===== src/design/spc_pkg.sv =====
// Shared constants and types of the shortest path counter.
// No dependencies.
package spc_pkg;

   localparam int MAX_NODES    = 64;
   localparam int NODE_W       = $clog2(MAX_NODES);
   localparam int MAT_DEPTH    = MAX_NODES * MAX_NODES;
   localparam int MAT_AW       = 2 * NODE_W;
   localparam int NODE_FIELD_W = 6;
   localparam int CSR_W        = 7;
   localparam int WEIGHT_W     = 30;
   localparam int WAYS_W       = 30;
   localparam int DIST_W       = 40;
   localparam int OUT_DIST_W   = 36;

   localparam logic [CSR_W-1:0]  NODE_COUNT_RESET = CSR_W'(64);
   localparam logic [WAYS_W-1:0] PATH_MOD         = WAYS_W'(1000000007);

   typedef struct packed {
      logic [DIST_W-1:0] distance;
      logic [WAYS_W-1:0] ways;
   } node_word_type;

   typedef struct packed {
      logic              we;
      logic [MAT_AW-1:0] waddr;
      logic [WEIGHT_W-1:0] wdata;
      logic [MAT_AW-1:0] raddr;
   } mat_req_type;

   typedef struct packed {
      logic              we;
      logic [NODE_W-1:0] waddr;
      node_word_type     wdata;
      logic [NODE_W-1:0] raddr;
   } node_req_type;

endpackage


===== src/design/spc_channels.sv =====
// Valid/ready channels for the edge words and the result words.
// Depends on spc_pkg.
interface spc_req_if;
   import spc_pkg::*;
   logic                    valid;
   logic                    ready;
   logic [NODE_FIELD_W-1:0] node_a;
   logic [NODE_FIELD_W-1:0] node_b;
   logic [WEIGHT_W-1:0]     road_weight;
   logic                    edge_valid;
   logic                    last_edge;
   modport source (output valid, node_a, node_b, road_weight, edge_valid, last_edge,
                   input ready);
   modport sink (input valid, node_a, node_b, road_weight, edge_valid, last_edge,
                 output ready);
endinterface

interface spc_rsp_if;
   import spc_pkg::*;
   logic                  valid;
   logic                  ready;
   logic [WAYS_W-1:0]     path_count;
   logic                  destination_reached;
   logic [OUT_DIST_W-1:0] shortest_distance;
   modport source (output valid, path_count, destination_reached, shortest_distance,
                   input ready);
   modport sink (input valid, path_count, destination_reached, shortest_distance,
                 output ready);
endinterface


===== src/design/spc_engine.sv =====
// Sequencer of the shortest path counter: edge loading, Dijkstra passes over the
// matrix RAM with a two-stage relax pipeline, result register and row clearing.
// Depends on spc_pkg and spc_channels.
module spc_engine (
   input  logic                       clock,
   input  logic                       reset,
   spc_req_if.sink                    req,
   spc_rsp_if.source                  rsp,
   input  logic [spc_pkg::NODE_W-1:0] last_node,
   output spc_pkg::mat_req_type       mat_req,
   input  logic [spc_pkg::WEIGHT_W-1:0] mat_rdata,
   output spc_pkg::node_req_type      node_req,
   input  spc_pkg::node_word_type     node_rdata
);
   import spc_pkg::*;

   localparam logic [2:0] ST_CLEAR  = 3'd0;
   localparam logic [2:0] ST_IDLE   = 3'd1;
   localparam logic [2:0] ST_EDGE2  = 3'd2;
   localparam logic [2:0] ST_INIT   = 3'd3;
   localparam logic [2:0] ST_RELAX  = 3'd4;
   localparam logic [2:0] ST_DRAIN  = 3'd5;
   localparam logic [2:0] ST_FETCH  = 3'd6;
   localparam logic [2:0] ST_RESULT = 3'd7;

   localparam logic [NODE_W-1:0] LAST_IDX = NODE_W'(MAX_NODES - 1);

   logic [2:0]           state_ff, state_in;
   logic [NODE_W-1:0]    row_ff, row_in;
   logic [NODE_W-1:0]    col_ff, col_in;
   logic [MAX_NODES-1:0] dirty_ff, dirty_in;
   logic                 edge_last_ff, edge_last_in;
   logic [NODE_W-1:0]    edge_a_ff, edge_a_in;
   logic [NODE_W-1:0]    edge_b_ff, edge_b_in;
   logic [WEIGHT_W-1:0]  edge_w_ff, edge_w_in;

   logic [MAX_NODES-1:0] reached_ff, reached_in;
   logic [MAX_NODES-1:0] settled_ff, settled_in;
   logic [NODE_W-1:0]    u_ff, u_in;
   logic [DIST_W-1:0]    du_ff, du_in;
   logic [WAYS_W-1:0]    wu_ff, wu_in;
   logic [NODE_W-1:0]    idx_ff, idx_in;

   logic                 p1_valid_ff, p1_valid_in;
   logic [NODE_W-1:0]    p1_idx_ff, p1_idx_in;
   logic                 p2_valid_ff, p2_valid_in;
   logic [NODE_W-1:0]    p2_idx_ff, p2_idx_in;
   logic                 p2_take_ff, p2_take_in;
   logic                 p2_eq_ff, p2_eq_in;
   logic                 p2_live_ff, p2_live_in;
   logic                 p2_reach_ff, p2_reach_in;
   logic [DIST_W-1:0]    p2_dist_ff, p2_dist_in;
   logic [WAYS_W-1:0]    p2_ways_ff, p2_ways_in;
   logic [WAYS_W:0]      p2_sum_ff, p2_sum_in;

   logic                 min_valid_ff, min_valid_in;
   logic [NODE_W-1:0]    min_idx_ff, min_idx_in;
   logic [DIST_W-1:0]    min_dist_ff, min_dist_in;
   logic [WAYS_W-1:0]    min_ways_ff, min_ways_in;

   logic                  rsp_valid_ff, rsp_valid_in;
   logic [WAYS_W-1:0]     rsp_count_ff, rsp_count_in;
   logic                  rsp_reached_ff, rsp_reached_in;
   logic [OUT_DIST_W-1:0] rsp_dist_ff, rsp_dist_in;

   logic                 accept;
   logic                 in_range;
   logic [NODE_W-1:0]    req_a;
   logic [NODE_W-1:0]    req_b;
   logic                 cand1;
   logic [DIST_W-1:0]    nd1;
   logic                 take1;
   logic                 eq1;
   logic [WAYS_W-1:0]    sum_mod2;
   logic [WAYS_W-1:0]    new_ways2;
   logic                 min_upd2;

   assign req.ready = (state_ff == ST_IDLE);
   assign accept    = req.valid && req.ready;
   assign req_a     = NODE_W'(req.node_a);
   assign req_b     = NODE_W'(req.node_b);
   assign in_range  = (32'(req.node_a) <= 32'(last_node)) &&
                      (32'(req.node_b) <= 32'(last_node));

   assign rsp.valid               = rsp_valid_ff;
   assign rsp.path_count          = rsp_count_ff;
   assign rsp.destination_reached = rsp_reached_ff;
   assign rsp.shortest_distance   = rsp_dist_ff;

   // relax stage 1: weight and node word are back from the RAMs
   assign cand1 = (mat_rdata != '0) && (p1_idx_ff != u_ff) && !settled_ff[p1_idx_ff];
   assign nd1   = du_ff + DIST_W'(mat_rdata);
   assign take1 = cand1 && (!reached_ff[p1_idx_ff] || (nd1 < node_rdata.distance));
   assign eq1   = cand1 && reached_ff[p1_idx_ff] && (nd1 == node_rdata.distance);

   // relax stage 2: write back and track the next node to settle
   assign sum_mod2 = (p2_sum_ff >= (WAYS_W + 1)'(PATH_MOD)) ?
                     WAYS_W'(p2_sum_ff - (WAYS_W + 1)'(PATH_MOD)) : WAYS_W'(p2_sum_ff);
   assign new_ways2 = p2_take_ff ? wu_ff : (p2_eq_ff ? sum_mod2 : p2_ways_ff);
   assign min_upd2  = p2_valid_ff && p2_reach_ff && p2_live_ff &&
                      (!min_valid_ff || (p2_dist_ff < min_dist_ff));

   always_comb begin
      state_in     = state_ff;
      row_in       = row_ff;
      col_in       = col_ff;
      dirty_in     = dirty_ff;
      edge_last_in = edge_last_ff;
      edge_a_in    = edge_a_ff;
      edge_b_in    = edge_b_ff;
      edge_w_in    = edge_w_ff;
      reached_in   = reached_ff;
      settled_in   = settled_ff;
      u_in         = u_ff;
      du_in        = du_ff;
      wu_in        = wu_ff;
      idx_in       = idx_ff;
      min_valid_in = min_valid_ff;
      min_idx_in   = min_idx_ff;
      min_dist_in  = min_dist_ff;
      min_ways_in  = min_ways_ff;
      rsp_valid_in   = rsp_valid_ff && !rsp.ready;
      rsp_count_in   = rsp_count_ff;
      rsp_reached_in = rsp_reached_ff;
      rsp_dist_in    = rsp_dist_ff;

      p1_valid_in = 1'b0;
      p1_idx_in   = idx_ff;
      p2_valid_in = p1_valid_ff;
      p2_idx_in   = p1_idx_ff;
      p2_take_in  = take1;
      p2_eq_in    = eq1;
      p2_live_in  = !settled_ff[p1_idx_ff];
      p2_reach_in = reached_ff[p1_idx_ff] || take1;
      p2_dist_in  = take1 ? nd1 : node_rdata.distance;
      p2_ways_in  = node_rdata.ways;
      p2_sum_in   = (WAYS_W + 1)'(node_rdata.ways) + (WAYS_W + 1)'(wu_ff);

      mat_req.we    = 1'b0;
      mat_req.waddr = {row_ff, col_ff};
      mat_req.wdata = '0;
      mat_req.raddr = {u_ff, idx_ff};

      node_req.we             = 1'b0;
      node_req.waddr          = p2_idx_ff;
      node_req.wdata.distance = p2_dist_ff;
      node_req.wdata.ways     = new_ways2;
      node_req.raddr          = idx_ff;

      if (p2_valid_ff) begin
         node_req.we = p2_take_ff || p2_eq_ff;
         if (p2_take_ff) begin
            reached_in[p2_idx_ff] = 1'b1;
         end
      end
      if (min_upd2) begin
         min_valid_in = 1'b1;
         min_idx_in   = p2_idx_ff;
         min_dist_in  = p2_dist_ff;
         min_ways_in  = new_ways2;
      end

      unique case (state_ff)
         ST_CLEAR: begin
            if (dirty_ff[row_ff]) begin
               mat_req.we = 1'b1;
               col_in     = col_ff + 1'b1;
            end
            if (!dirty_ff[row_ff] || (col_ff == LAST_IDX)) begin
               dirty_in[row_ff] = 1'b0;
               col_in           = '0;
               row_in           = row_ff + 1'b1;
               if (row_ff == LAST_IDX) begin
                  state_in = ST_IDLE;
               end
            end
         end
         ST_IDLE: begin
            if (accept) begin
               edge_last_in = req.last_edge;
               edge_a_in    = req_a;
               edge_b_in    = req_b;
               edge_w_in    = req.road_weight;
               if (req.edge_valid && in_range) begin
                  mat_req.we      = 1'b1;
                  mat_req.waddr   = {req_a, req_b};
                  mat_req.wdata   = req.road_weight;
                  dirty_in[req_a] = 1'b1;
                  dirty_in[req_b] = 1'b1;
                  state_in        = ST_EDGE2;
               end else if (req.last_edge) begin
                  state_in = ST_INIT;
               end
            end
         end
         ST_EDGE2: begin
            mat_req.we    = 1'b1;
            mat_req.waddr = {edge_b_ff, edge_a_ff};
            mat_req.wdata = edge_w_ff;
            state_in      = edge_last_ff ? ST_INIT : ST_IDLE;
         end
         ST_INIT: begin
            node_req.we             = 1'b1;
            node_req.waddr          = '0;
            node_req.wdata.distance = '0;
            node_req.wdata.ways     = WAYS_W'(1);
            reached_in              = MAX_NODES'(1);
            settled_in              = MAX_NODES'(1);
            u_in                    = '0;
            du_in                   = '0;
            wu_in                   = WAYS_W'(1);
            min_valid_in            = 1'b0;
            idx_in                  = '0;
            state_in                = ST_RELAX;
         end
         ST_RELAX: begin
            p1_valid_in = 1'b1;
            idx_in      = idx_ff + 1'b1;
            if (idx_ff == last_node) begin
               state_in = ST_DRAIN;
            end
         end
         ST_DRAIN: begin
            if (!p1_valid_ff && !p2_valid_ff) begin
               if (min_valid_ff) begin
                  u_in                   = min_idx_ff;
                  du_in                  = min_dist_ff;
                  wu_in                  = min_ways_ff;
                  settled_in[min_idx_ff] = 1'b1;
                  min_valid_in           = 1'b0;
                  idx_in                 = '0;
                  state_in               = ST_RELAX;
               end else begin
                  state_in = ST_FETCH;
               end
            end
         end
         ST_FETCH: begin
            node_req.raddr = last_node;
            state_in       = ST_RESULT;
         end
         ST_RESULT: begin
            node_req.raddr = last_node;
            if (!rsp_valid_ff || rsp.ready) begin
               rsp_valid_in   = 1'b1;
               rsp_reached_in = reached_ff[last_node];
               rsp_count_in   = reached_ff[last_node] ? node_rdata.ways : '0;
               rsp_dist_in    = reached_ff[last_node] ?
                                OUT_DIST_W'(node_rdata.distance) : '0;
               row_in         = '0;
               col_in         = '0;
               state_in       = ST_CLEAR;
            end
         end
         default: begin
            state_in = ST_CLEAR;
         end
      endcase
   end

   always_ff @(posedge clock) begin
      if (reset) begin
         state_ff     <= ST_CLEAR;
         row_ff       <= '0;
         col_ff       <= '0;
         dirty_ff     <= '1;
         edge_last_ff <= 1'b0;
         reached_ff   <= '0;
         settled_ff   <= '0;
         idx_ff       <= '0;
         p1_valid_ff  <= 1'b0;
         p2_valid_ff  <= 1'b0;
         min_valid_ff <= 1'b0;
         rsp_valid_ff <= 1'b0;
      end else begin
         state_ff     <= state_in;
         row_ff       <= row_in;
         col_ff       <= col_in;
         dirty_ff     <= dirty_in;
         edge_last_ff <= edge_last_in;
         reached_ff   <= reached_in;
         settled_ff   <= settled_in;
         idx_ff       <= idx_in;
         p1_valid_ff  <= p1_valid_in;
         p2_valid_ff  <= p2_valid_in;
         min_valid_ff <= min_valid_in;
         rsp_valid_ff <= rsp_valid_in;
      end
   end

   always_ff @(posedge clock) begin
      edge_a_ff      <= edge_a_in;
      edge_b_ff      <= edge_b_in;
      edge_w_ff      <= edge_w_in;
      u_ff           <= u_in;
      du_ff          <= du_in;
      wu_ff          <= wu_in;
      p1_idx_ff      <= p1_idx_in;
      p2_idx_ff      <= p2_idx_in;
      p2_take_ff     <= p2_take_in;
      p2_eq_ff       <= p2_eq_in;
      p2_live_ff     <= p2_live_in;
      p2_reach_ff    <= p2_reach_in;
      p2_dist_ff     <= p2_dist_in;
      p2_ways_ff     <= p2_ways_in;
      p2_sum_ff      <= p2_sum_in;
      min_idx_ff     <= min_idx_in;
      min_dist_ff    <= min_dist_in;
      min_ways_ff    <= min_ways_in;
      rsp_count_ff   <= rsp_count_in;
      rsp_reached_ff <= rsp_reached_in;
      rsp_dist_ff    <= rsp_dist_in;
   end

endmodule


===== src/flat_wrapper.sv =====
// flat-port wrapper written by rule: the top's interface ports become plain ports
module spc_engine_flat import spc_pkg::*;
  (clock, reset, last_node, mat_req, mat_rdata, node_req, node_rdata, req_valid, req_node_a, req_node_b, req_road_weight, req_edge_valid, req_last_edge, req_ready, rsp_valid, rsp_path_count, rsp_destination_reached, rsp_shortest_distance, rsp_ready);
  spc_req_if req_i ();
  spc_rsp_if rsp_i ();
  input  logic clock;
  input  logic reset;
  input  logic [spc_pkg::NODE_W-1:0] last_node;
  output spc_pkg::mat_req_type mat_req;
  input  logic [spc_pkg::WEIGHT_W-1:0] mat_rdata;
  output spc_pkg::node_req_type node_req;
  input  spc_pkg::node_word_type node_rdata;
  input wire logic [$bits(req_i.valid)-1:0] req_valid;
  input wire logic [$bits(req_i.node_a)-1:0] req_node_a;
  input wire logic [$bits(req_i.node_b)-1:0] req_node_b;
  input wire logic [$bits(req_i.road_weight)-1:0] req_road_weight;
  input wire logic [$bits(req_i.edge_valid)-1:0] req_edge_valid;
  input wire logic [$bits(req_i.last_edge)-1:0] req_last_edge;
  output wire logic [$bits(req_i.ready)-1:0] req_ready;
  output wire logic [$bits(rsp_i.valid)-1:0] rsp_valid;
  output wire logic [$bits(rsp_i.path_count)-1:0] rsp_path_count;
  output wire logic [$bits(rsp_i.destination_reached)-1:0] rsp_destination_reached;
  output wire logic [$bits(rsp_i.shortest_distance)-1:0] rsp_shortest_distance;
  input wire logic [$bits(rsp_i.ready)-1:0] rsp_ready;
  assign req_i.valid = req_valid;
  assign req_i.node_a = req_node_a;
  assign req_i.node_b = req_node_b;
  assign req_i.road_weight = req_road_weight;
  assign req_i.edge_valid = req_edge_valid;
  assign req_i.last_edge = req_last_edge;
  assign req_ready = req_i.ready;
  assign rsp_valid = rsp_i.valid;
  assign rsp_path_count = rsp_i.path_count;
  assign rsp_destination_reached = rsp_i.destination_reached;
  assign rsp_shortest_distance = rsp_i.shortest_distance;
  assign rsp_i.ready = rsp_ready;
  spc_engine u_core (.clock(clock), .reset(reset), .req(req_i), .rsp(rsp_i), .last_node(last_node), .mat_req(mat_req), .mat_rdata(mat_rdata), .node_req(node_req), .node_rdata(node_rdata));
endmodule

===== config.mk =====
export PLATFORM = sky130hd
export DESIGN_NAME = spc_engine_flat
export DESIGN_NICKNAME = d
export VERILOG_FILES = /design/src/design/spc_pkg.sv /design/src/design/spc_channels.sv /design/src/design/spc_engine.sv /design/src/flat_wrapper.sv
export SDC_FILE = /design/constraint.sdc
export NUM_CORES = 1
export LEC_CHECK = 0
export BUFFER_PORTS_ARGS = -buffer_cell sky130_fd_sc_hd__buf_4
export CORE_MARGIN = 2
export CORE_UTILIZATION = 55
export CTS_CLUSTER_DIAMETER = 100
export CTS_CLUSTER_SIZE = 14
export DETAILED_ROUTE_END_ITERATION = 10
export PLACE_DENSITY = 0.78
export SLEW_MARGIN = 0
export SYNTH_ARGS = -nofsm -noshare
export SYNTH_HDL_FRONTEND = slang
export SYNTH_SLANG_ARGS = --single-unit

===== constraint.sdc =====
create_clock -name clock -period 11.2 [get_ports clock]
set_input_delay 1.68 -clock clock [delete_from_list [all_inputs] [get_ports clock]]
set_output_delay 1.68 -clock clock [all_outputs]
set_load 0.005 [all_outputs]

After elaboration in Yosys (flattened, before gate mapping). Cells that the tools add are included.

Add/sub/neg operators: 6. Order comparisons: 17. Equality and inequality tests: 22. Muxes and demuxes: 76. Bitwise gates (word level): 6. Reductions and logical operators: 52.

Operator list (count): $mux W64 (5); $or A64 B64 Y64 (4); $pmux W64 S2 (2); $mux W30 (5); $mux W40 (3); $mux W43 (2); $pmux W42 S2 (1); $lt A40 B40 Y1 (2); $pmux W40 S2 (1); $mux W77 (1); $and A64 B64 Y64 (1); $not A64 Y64 (1); $pmux W30 S2 (1); $mux W6 (9); $lt A6 B7 Y1 const B (7); $add A40 B30 Y40 (1); $eq A40 B40 Y1 (1); $pmux W6 S2 (3); $add A30 B30 Y31 (1); $ge A31 B30 Y1 const B (1); $demux W1 S6 (5); $ge A6 B1 Y1 const B (5); $reduce_bool A30 Y1 (1); $sub A30 B30 Y30 const B (1); 31 further kinds (115).

Bits in registers: 596. Input bits: 154.

Depth between registers and ports, before layout. Gate-level depths: netlist of the first run.

Depth after elaboration: 9. Mapped depth: 22. Depth with buffers taken out: 21.

Worst setup path after synthesis of the first run. No wires, ideal clock.

Kind: reg-to-reg. Start point: register u_core.state_ff[0]. End point: register u_core.settled_ff[49]. Setup time: 0.065 ns. Arrival time: 8.135 ns. Required time: 11.135 ns. Path slack: 3.000 ns. Stages on the path, launching flop included: 7. Buffers on the path: 0. Clock period less this slack: 8.200 ns. Cell sequence: dfxtp_1 > nand2_1 > o31ai_1 > nand2_1 > nor3_1 > a21oi_1 > nor2_1.

Cells in the longest elaborated chain, start to end: 3. Elaborated cells on any way between the ends: 7. Those cells by class: eq/ne: 4; mux: 1; reduce/logical: 2.

RTL lines: start, declared (RTL line spc_engine.sv:28) `logic [2:0] state_ff, state_in;`; start signal, assigned (RTL line spc_engine.sv:276) `state_ff <= state_in;`; $eq A3 B3 Y1 / $eq A3 B2 Y1 (equally long branches) (RTL line spc_engine.sv:163) `unique case (state_ff)`; $ne A2 B1 Y1 (no source line) / $reduce_bool A2 Y1 (equally long branches); $reduce_and A3 Y1 (no source line); end signal, assigned (RTL line spc_engine.sv:282) `settled_ff <= settled_in;`; end, declared (RTL line spc_engine.sv:38) `logic [MAX_NODES-1:0] settled_ff, settled_in;`.

Several ways; a longest one is shown, not always the timed one. A chain may end at the register's enable or synchronous reset.

==> results of run 1 <==
layout by cell type, fill, tap and decap left out, drive strengths merged, types with 21 or more instances in the layout:
master  instances
nand4          37
mux2           24
nand3          62
o21ai         164
a21o           62
dfxtp         335
and2          183
nand2         142
xor2           47
o221ai         21
o211ai         68
a21oi         278
a22o           38
o22ai          67
mux4           69
clkbuf         81
ha            155
mux2i          26
a31oi          21
nor2b          30
nor2          263
xnor2          45
buf           377
edfxtp        261
inv           188
a22oi          32
a211oi         30
nor3           72
and3           21
state kept, by name (all words and copies together) (netlist names), 31 cells and up:
name and flops:
u_core.rsp.shortest_distance 36, u_core.p2_sum_ff 31, u_core.p2_dist_ff 40, u_core.min_dist_ff 40, u_core.dirty_ff 64, u_core.reached_ff 64, u_core.settled_ff 64, u_core.du_ff 40
cells in the mapped netlist (all sizes together), types with 6 or more instances:
cell / count / area, um^2
a2111oi: 8 / 170
a211oi: 30 / 225
a21boi: 10 / 75.1
a21o: 62 / 465
a21oi: 278 / 1390
a22o: 38 / 333
a22oi: 32 / 240
a31oi: 21 / 131
and2: 183 / 1140
and3: 21 / 131
and3b: 6 / 52.6
buf: 36 / 160
clkbuf: 133 / 499
dfxtp: 335 / 6710
edfxtp: 261 / 7840
ha: 155 / 1940
inv: 186 / 698
mux2: 24 / 270
mux2i: 26 / 260
mux4: 69 / 1550
nand2: 142 / 533
nand2b: 17 / 106
nand3: 62 / 310
nand3b: 12 / 90.1
nand4: 37 / 231
nor2: 263 / 987
nor2b: 30 / 188
nor3: 72 / 360
nor3b: 10 / 75.1
nor4: 14 / 87.6
o211ai: 68 / 510
o21a: 15 / 113
o21ai: 164 / 821
o221ai: 21 / 190
o22ai: 67 / 419
o31ai: 16 / 120
or2: 9 / 56.3
or3: 17 / 106
or3b: 7 / 61.3
xnor2: 45 / 394
xor2: 47 / 412
path summary, 6_finish.rpt:
| check | from | end | slack, ps |
|---|---|---|---|
| setup / recovery | last_node[1] | mat_req[45] | 4280 |
| hold / removal | u_core.settled_ff[58] | u_core.settled_ff[58] | 470 |
| setup reg to reg | u_core.du_ff[16] | u_core.p2_dist_ff[25] | 5200 |
| hold reg to reg | u_core.settled_ff[58] | u_core.settled_ff[58] | 470 |
cells by family after synthesis:
logic type,Yosys count,share of synthesized area
fa+ha+maj,157,0.0638
flops,596,0.469
buf+inv,356,0.0439
compound gates,876,0.181
simple gates,912,0.149
xor+xnor,92,0.0260
mux,119,0.0672
through the flow:
step | cell area (um^2) | total power (uW) | util | worst slack, ps
after floorplan | 31000 | 2660 | - | 3000
after global placement | 34200 | 2840 | 0.610 | 4030
after detailed placement | 34200 | 2850 | 0.610 | 3960
after CTS | 35600 | 4460 | 0.635 | 4340
after global routing | 35600 | 4600 | 0.635 | 4070
final | 35600 | 4450 | 0.635 | 4280
per-layer routing:
metal | share of wire | wire (um) | GRT usage | vias to the layer above
met1 | 0.40 | 36400 | 0.395 | 12495
met4 | 0.038 | 3440 | 0.123 | 2
met2 | 0.47 | 43100 | 0.509 | 1343
li1 | - | - | - | 11912
met3 | 0.093 | 8550 | 0.0621 | 243
met5 | 0.000076 | 7 | 0 | -
worst max-delay path: cells and delay by family:
family                   cells  cell delay, ps
buffers and inverters        4            1210
AO/OA/AOI/OAI                5             970
AND/OR/NAND/NOR              3            1030
adder cells (fa/ha/maj)      1             310
where the power goes:
part	total, uW	internal, uW	switching, uW
Combinational	483	211	271
Sequential	2340	2290	42.0
Clock	1630	823	803
Total	4450	3330	1120
final cells by class:
| cell class | instances | area (um^2) | share of cell area |
|---|---|---|---|
| repair buffers | 377 | 2830 | 0.0796 |
| diodes | 2 | 5.00 | 0.000141 |
| flip-flops and latches | 596 | 14500 | 0.409 |
| well taps | 756 | 946 | 0.0266 |
| clock inverters | 3 | 48.8 | 0.00137 |
| multi-input cells | 2156 | 15200 | 0.426 |
| clock buffers | 81 | 1350 | 0.0378 |
| inverters | 187 | 702 | 0.0197 |
==> flow_summary.ini, run 1 <==
[clock_tree]
cts_hold_buf = 0
cts_tree = built
clock_latency_ps = 620
htree_num_levels = 2
numCtsBuffers = 48
path_clk_slew_ps = 70
clock-sinks = 596
clk_path_buf_depth = 3
post_cts_resized = 0
cts_root_buf = clkbuf_16
post_cts_buffers = 0

[sta]
hold_ws_ps = 468
hold_viol = 0
drv_slew = 0
worst_slew_margin_rel = 0.124
period_minus_slack_ps = 6920
skew_ps = 18.0
setup_viol = 0
worstMarginPinSlew_ps = 1310
timing.fmax_ghz = 0.144
period_share = 0.618
rsz0062_at_grt = false
fin_tns_setup_ps = 0

[detailed_routing]
wirelength_um = 91500
routedWlPerCell_um = 22.0
dr.pass1.iters = 6
drt-vias-per-instance = 6.25
num_vias = 25995
antenna_left = 0
dr.first_iter.drc_count = 2539
drc = 0

[grt]
overflow = 0
grt_pass1_wl_um = 140000
grt_pass1_vias = 25431
grt_usage = 0.307
antenna_found_initial = 1
grt_max_degree = 127

[placed_design]
hpwl_um = 64000
gp_congestion = 0.938
place_inst = 4072
port_buffers = 360

[synth]
syn_inst = 3108
async_flop_share = 0
ys_ff_latch = 596
avgSynthCellArea_um2 = 9.98
ys_types = 76
synth_enable_flop_cells = 261
synth-main-ff-cell = dfxtp_1
synth_warnings = 0
syn_nets = 3419
netlist_area_mm2 = 0.0310
ys_seq_area_frac = 0.469

[power]
irDropWorstVdd_uv = 124
powerDensity_mw_per_mm2 = 125
total_leakage_power_uw = 0.0139

[finish]
layout-drive-gt1-share = 0.165
fillers = 4507
nets = 3677
syn2layout_area_growth_pct = 14.7
fin_cells = 4158

[setup_path]
r2r.worst_path.cells = 18
crit_path_end_kind = output pin
critPathLaunchType = primary input
cp_slowest_stage_delay_ps = 650
path_class = in2out
worstPathArrival_ps = 5240
cpMostUsedCell = buf_4
required_ps = 9520
critical-path-slowest-cell = buf_4
crit_chain = buf_4, inv_1, ha_1, nor2b_1, o21a_1, o21a_1, o21ai_0, a21o_1, and3_2, buf_4, nor2_1, a21o_1, buf_4
critical_path.max_fanout = 63

[floorplanning]
core_area_mm2 = 0.0561
die-width_um = 241
core.rowCount = 87
die_height_um = 241
dieArea_mm2 = 0.0583
pin_count = 361
start_util = 0.553

[outcome]
outcome = completed

[job]
cap_violations = 0

[worst_hold_path]
hold-path-cell-count = 2
min_path_type = reg2reg
No activity file was read; power rests on OpenSTA's default activity.
==> run 2, diff against run 1 <==
--- a/config.mk
+++ b/config.mk
@@ -7,7 +7,7 @@
 export LEC_CHECK = 0
 export BUFFER_PORTS_ARGS = -buffer_cell sky130_fd_sc_hd__buf_4
 export CORE_MARGIN = 2
-export CORE_UTILIZATION = 55
+export CORE_UTILIZATION = 53
 export CTS_CLUSTER_DIAMETER = 100
 export CTS_CLUSTER_SIZE = 14
 export DETAILED_ROUTE_END_ITERATION = 10
==> constraint.sdc (replaced) <==
create_clock -name clock -period 6.2 [get_ports clock]
set_input_delay 0.93 -clock clock [delete_from_list [all_inputs] [get_ports clock]]
set_output_delay 0.93 -clock clock [all_outputs]
set_load 0.005 [all_outputs]
==> run 2 against run 1 <==
Final area is 0.32% higher. Sequential share of layout area is 0.12 points lower. Clock skew grew 9.1 ps. Critical endpoint is now u_core.p2_dist_ff[13]. Largest power group unchanged. Cell count up 0.58%. Clock power rose by 79%. Clock-buffer cell count unchanged. Total power grew 80%. Global-route usage decreased by 2.2 points. Die area increased by 3.7%. First-iteration DRC count grew 8.5%.
==> flow_summary.ini, run 2 (synthesis results as in run 1) <==
[setup_path]
path_class = in2reg
worstPathArrival_ps = 5740
cp_slowest_stage_delay_ps = 510
r2r_setup_slack_ps = 960
worst-path-buf-inv = 4
crit_path_end_kind = flip-flop
critPathTopFamily = compound AO/OA/AOI/OAI gates
required_ps = 6690
critPathLaunchType = primary input
critical-path-slowest-cell = or4_1
cpMostUsedCell = a211oi_1
crit_chain = buf_4, ha_1, a211oi_1, nor2_1, o311ai_0, nand3_1, a211oi_1, buf_4, or3_1, a21o_1, nand2_1, ha_1, a211oi_1, nor2_1, or4_1, a211oi_1, a41oi_1, a21o_1, inv_2, buf_4, mux2_2
critical_path.max_fanout = 26

[clock_tree]
cts_hold_buf = 0
cts_root_buf = clkbuf_16
cts_tree = built
post_cts_resized = 0
path_clk_slew_ps = 70
clk_path_buf_depth = 3
post_cts_buffers = 0
htree_num_levels = 2
clock_latency_ps = 620
numCtsBuffers = 48
clock-sinks = 596

[finish]
reg.largest.list = u_core.dirty_ff x64, u_core.reached_ff x64, u_core.settled_ff x64
final_util = 0.617
fillers = 4837
nets = 3691
layout_common_cells = buf_4, dfxtp_1, a21oi_1
design_area_mm2 = 0.0357
layout_commonest_cell = buf_4
syn2layout_area_growth_pct = 15.1
layout-drive-gt1-share = 0.169

[detailed_routing]
drt-vias-per-instance = 6.08
dr.pass1.iters = 6
routedWlPerCell_um = 21.0
drc = 0
num_vias = 25415
dr.first_iter.drc_count = 2755
wirelength_um = 88000
antenna_left = 0

[floorplanning]
die_height_um = 246
core.rowCount = 88
die-width_um = 246
core_area_mm2 = 0.0578
dieArea_mm2 = 0.0604
start_util = 0.536
pin_count = 361

[sta]
worst_slew_margin_rel = 0.175
rsz0062_at_grt = false
period_minus_slack_ps = 5260
period_share = 0.848
setup_slack_ps = 942
timing.fmax_ghz = 0.190
drv_slew = 0
worstMarginPinSlew_ps = 1220
fin_tns_setup_ps = 0
hold_viol = 0
skew_ps = 27.2
setup_viol = 0

[job]
cap_violations = 0

[power]
p_seq_frac = 0.526
irDropWorstVdd_uv = 194
total_leakage_power_uw = 0.0139
combPwrFrac = 0.109
p_switching_uw = 2020
power.internal_uw = 5990
power_uw = 8010
powerDensity_mw_per_mm2 = 224
swShare = 0.252
power_frac_clock = 0.364

[worst_hold_path]
min_path_type = in2reg

[grt]
grt_max_degree = 86
grt_pass1_vias = 24265
overflow = 0
grt_usage = 0.285
antenna_found_initial = 1
grt_pass1_wl_um = 136000

[placed_design]
hpwl_um = 61600
gp_congestion = 0.937
port_buffers = 360
detailed_place.area_mm2 = 0.0343
dp_slack_ps = 384

[outcome]
outcome = completed
run 2: cell count changes in the layout (fill, tap and decap cells not counted):
cell / delta
buf_4: +13
dfxtp_1: -2
dfxtp_2: +2
buf_12: +1
clkbuf_1: +1
clkbuf_16: -1
clkinv_8: +1
inv_16: -1
inv_6: +1
run 2: stage by stage:
| step | hold slack, ps | std cells |
|---|---|---|
| detailed placement | 436 | 4095 |
| floorplan | 326 | 3108 |
| CTS | 414 | 4180 |
| global placement | 436 | 4095 |
| global route | 426 | 4181 |
| finish | 441 | 4182 |
run 2: final timing paths:
path	startpoint	to	cells after the start
setup / recovery	mat_rdata[8]	u_core.p2_dist_ff[13]	21
hold / removal	node_rdata[16]	u_core.p2_ways_ff[16]	1
setup reg to reg	u_core.du_ff[8]	u_core.p2_dist_ff[13]	20
hold reg to reg	u_core.idx_ff[1]	u_core.p1_idx_ff[1]	0
run 2: power groups by stage:
| stage | Sequential (uW) | Combinational, uW | Clock (uW) |
|---|---|---|---|
| 6_report | 4210 | 876 | 2920 |
| 5_1_grt | 4220 | 958 | 3110 |
| 4_1_cts | 4210 | 864 | 2960 |
| 3_5_place_dp | 4300 | 858 | 0 |
| 3_3_place_gp | 4300 | 847 | 0 |
| 2_1_floorplan | 4270 | 537 | 0 |
run 2: layer usage:
metal	global-route usage	part of all wire	vias to the layer above
li1	-	-	11949
met1	0.381	0.42	12113
met2	0.473	0.47	1182
met3	0.0483	0.086	171
met4	0.0914	0.029	0
met5	0	0	-
run 2: cell type report:
| class | count | area (um^2) | share of cell area |
|---|---|---|---|
| Antenna cell | 2 | 5.00 | 0.000140 |
| Tap cell | 765 | 957 | 0.0268 |
| Clock inverter | 4 | 53.8 | 0.00151 |
| Multi-Input combinational cell | 2156 | 15200 | 0.425 |
| Clock buffer | 81 | 1330 | 0.0371 |
| Inverter | 187 | 702 | 0.0197 |
| Timing Repair Buffer | 391 | 2950 | 0.0826 |
| Sequential cell | 596 | 14500 | 0.408 |
run 2: worst register-to-register path, stage by stage, from the launching register on:
cell      delay [ps]
edfxtp_1         420
ha_1             390
a211oi_1         240
nor2_1            90
o311ai_0         480
nand3_1          250
a211oi_1         270
buf_4            180
or3_1            130
a21o_1           130
nand2_1           70
ha_1             290
a211oi_1         240
nor2_1            70
or4_1            510
a211oi_1         250
a41oi_1           70
a21o_1           270
inv_2            110
buf_4            270
mux2_2           390
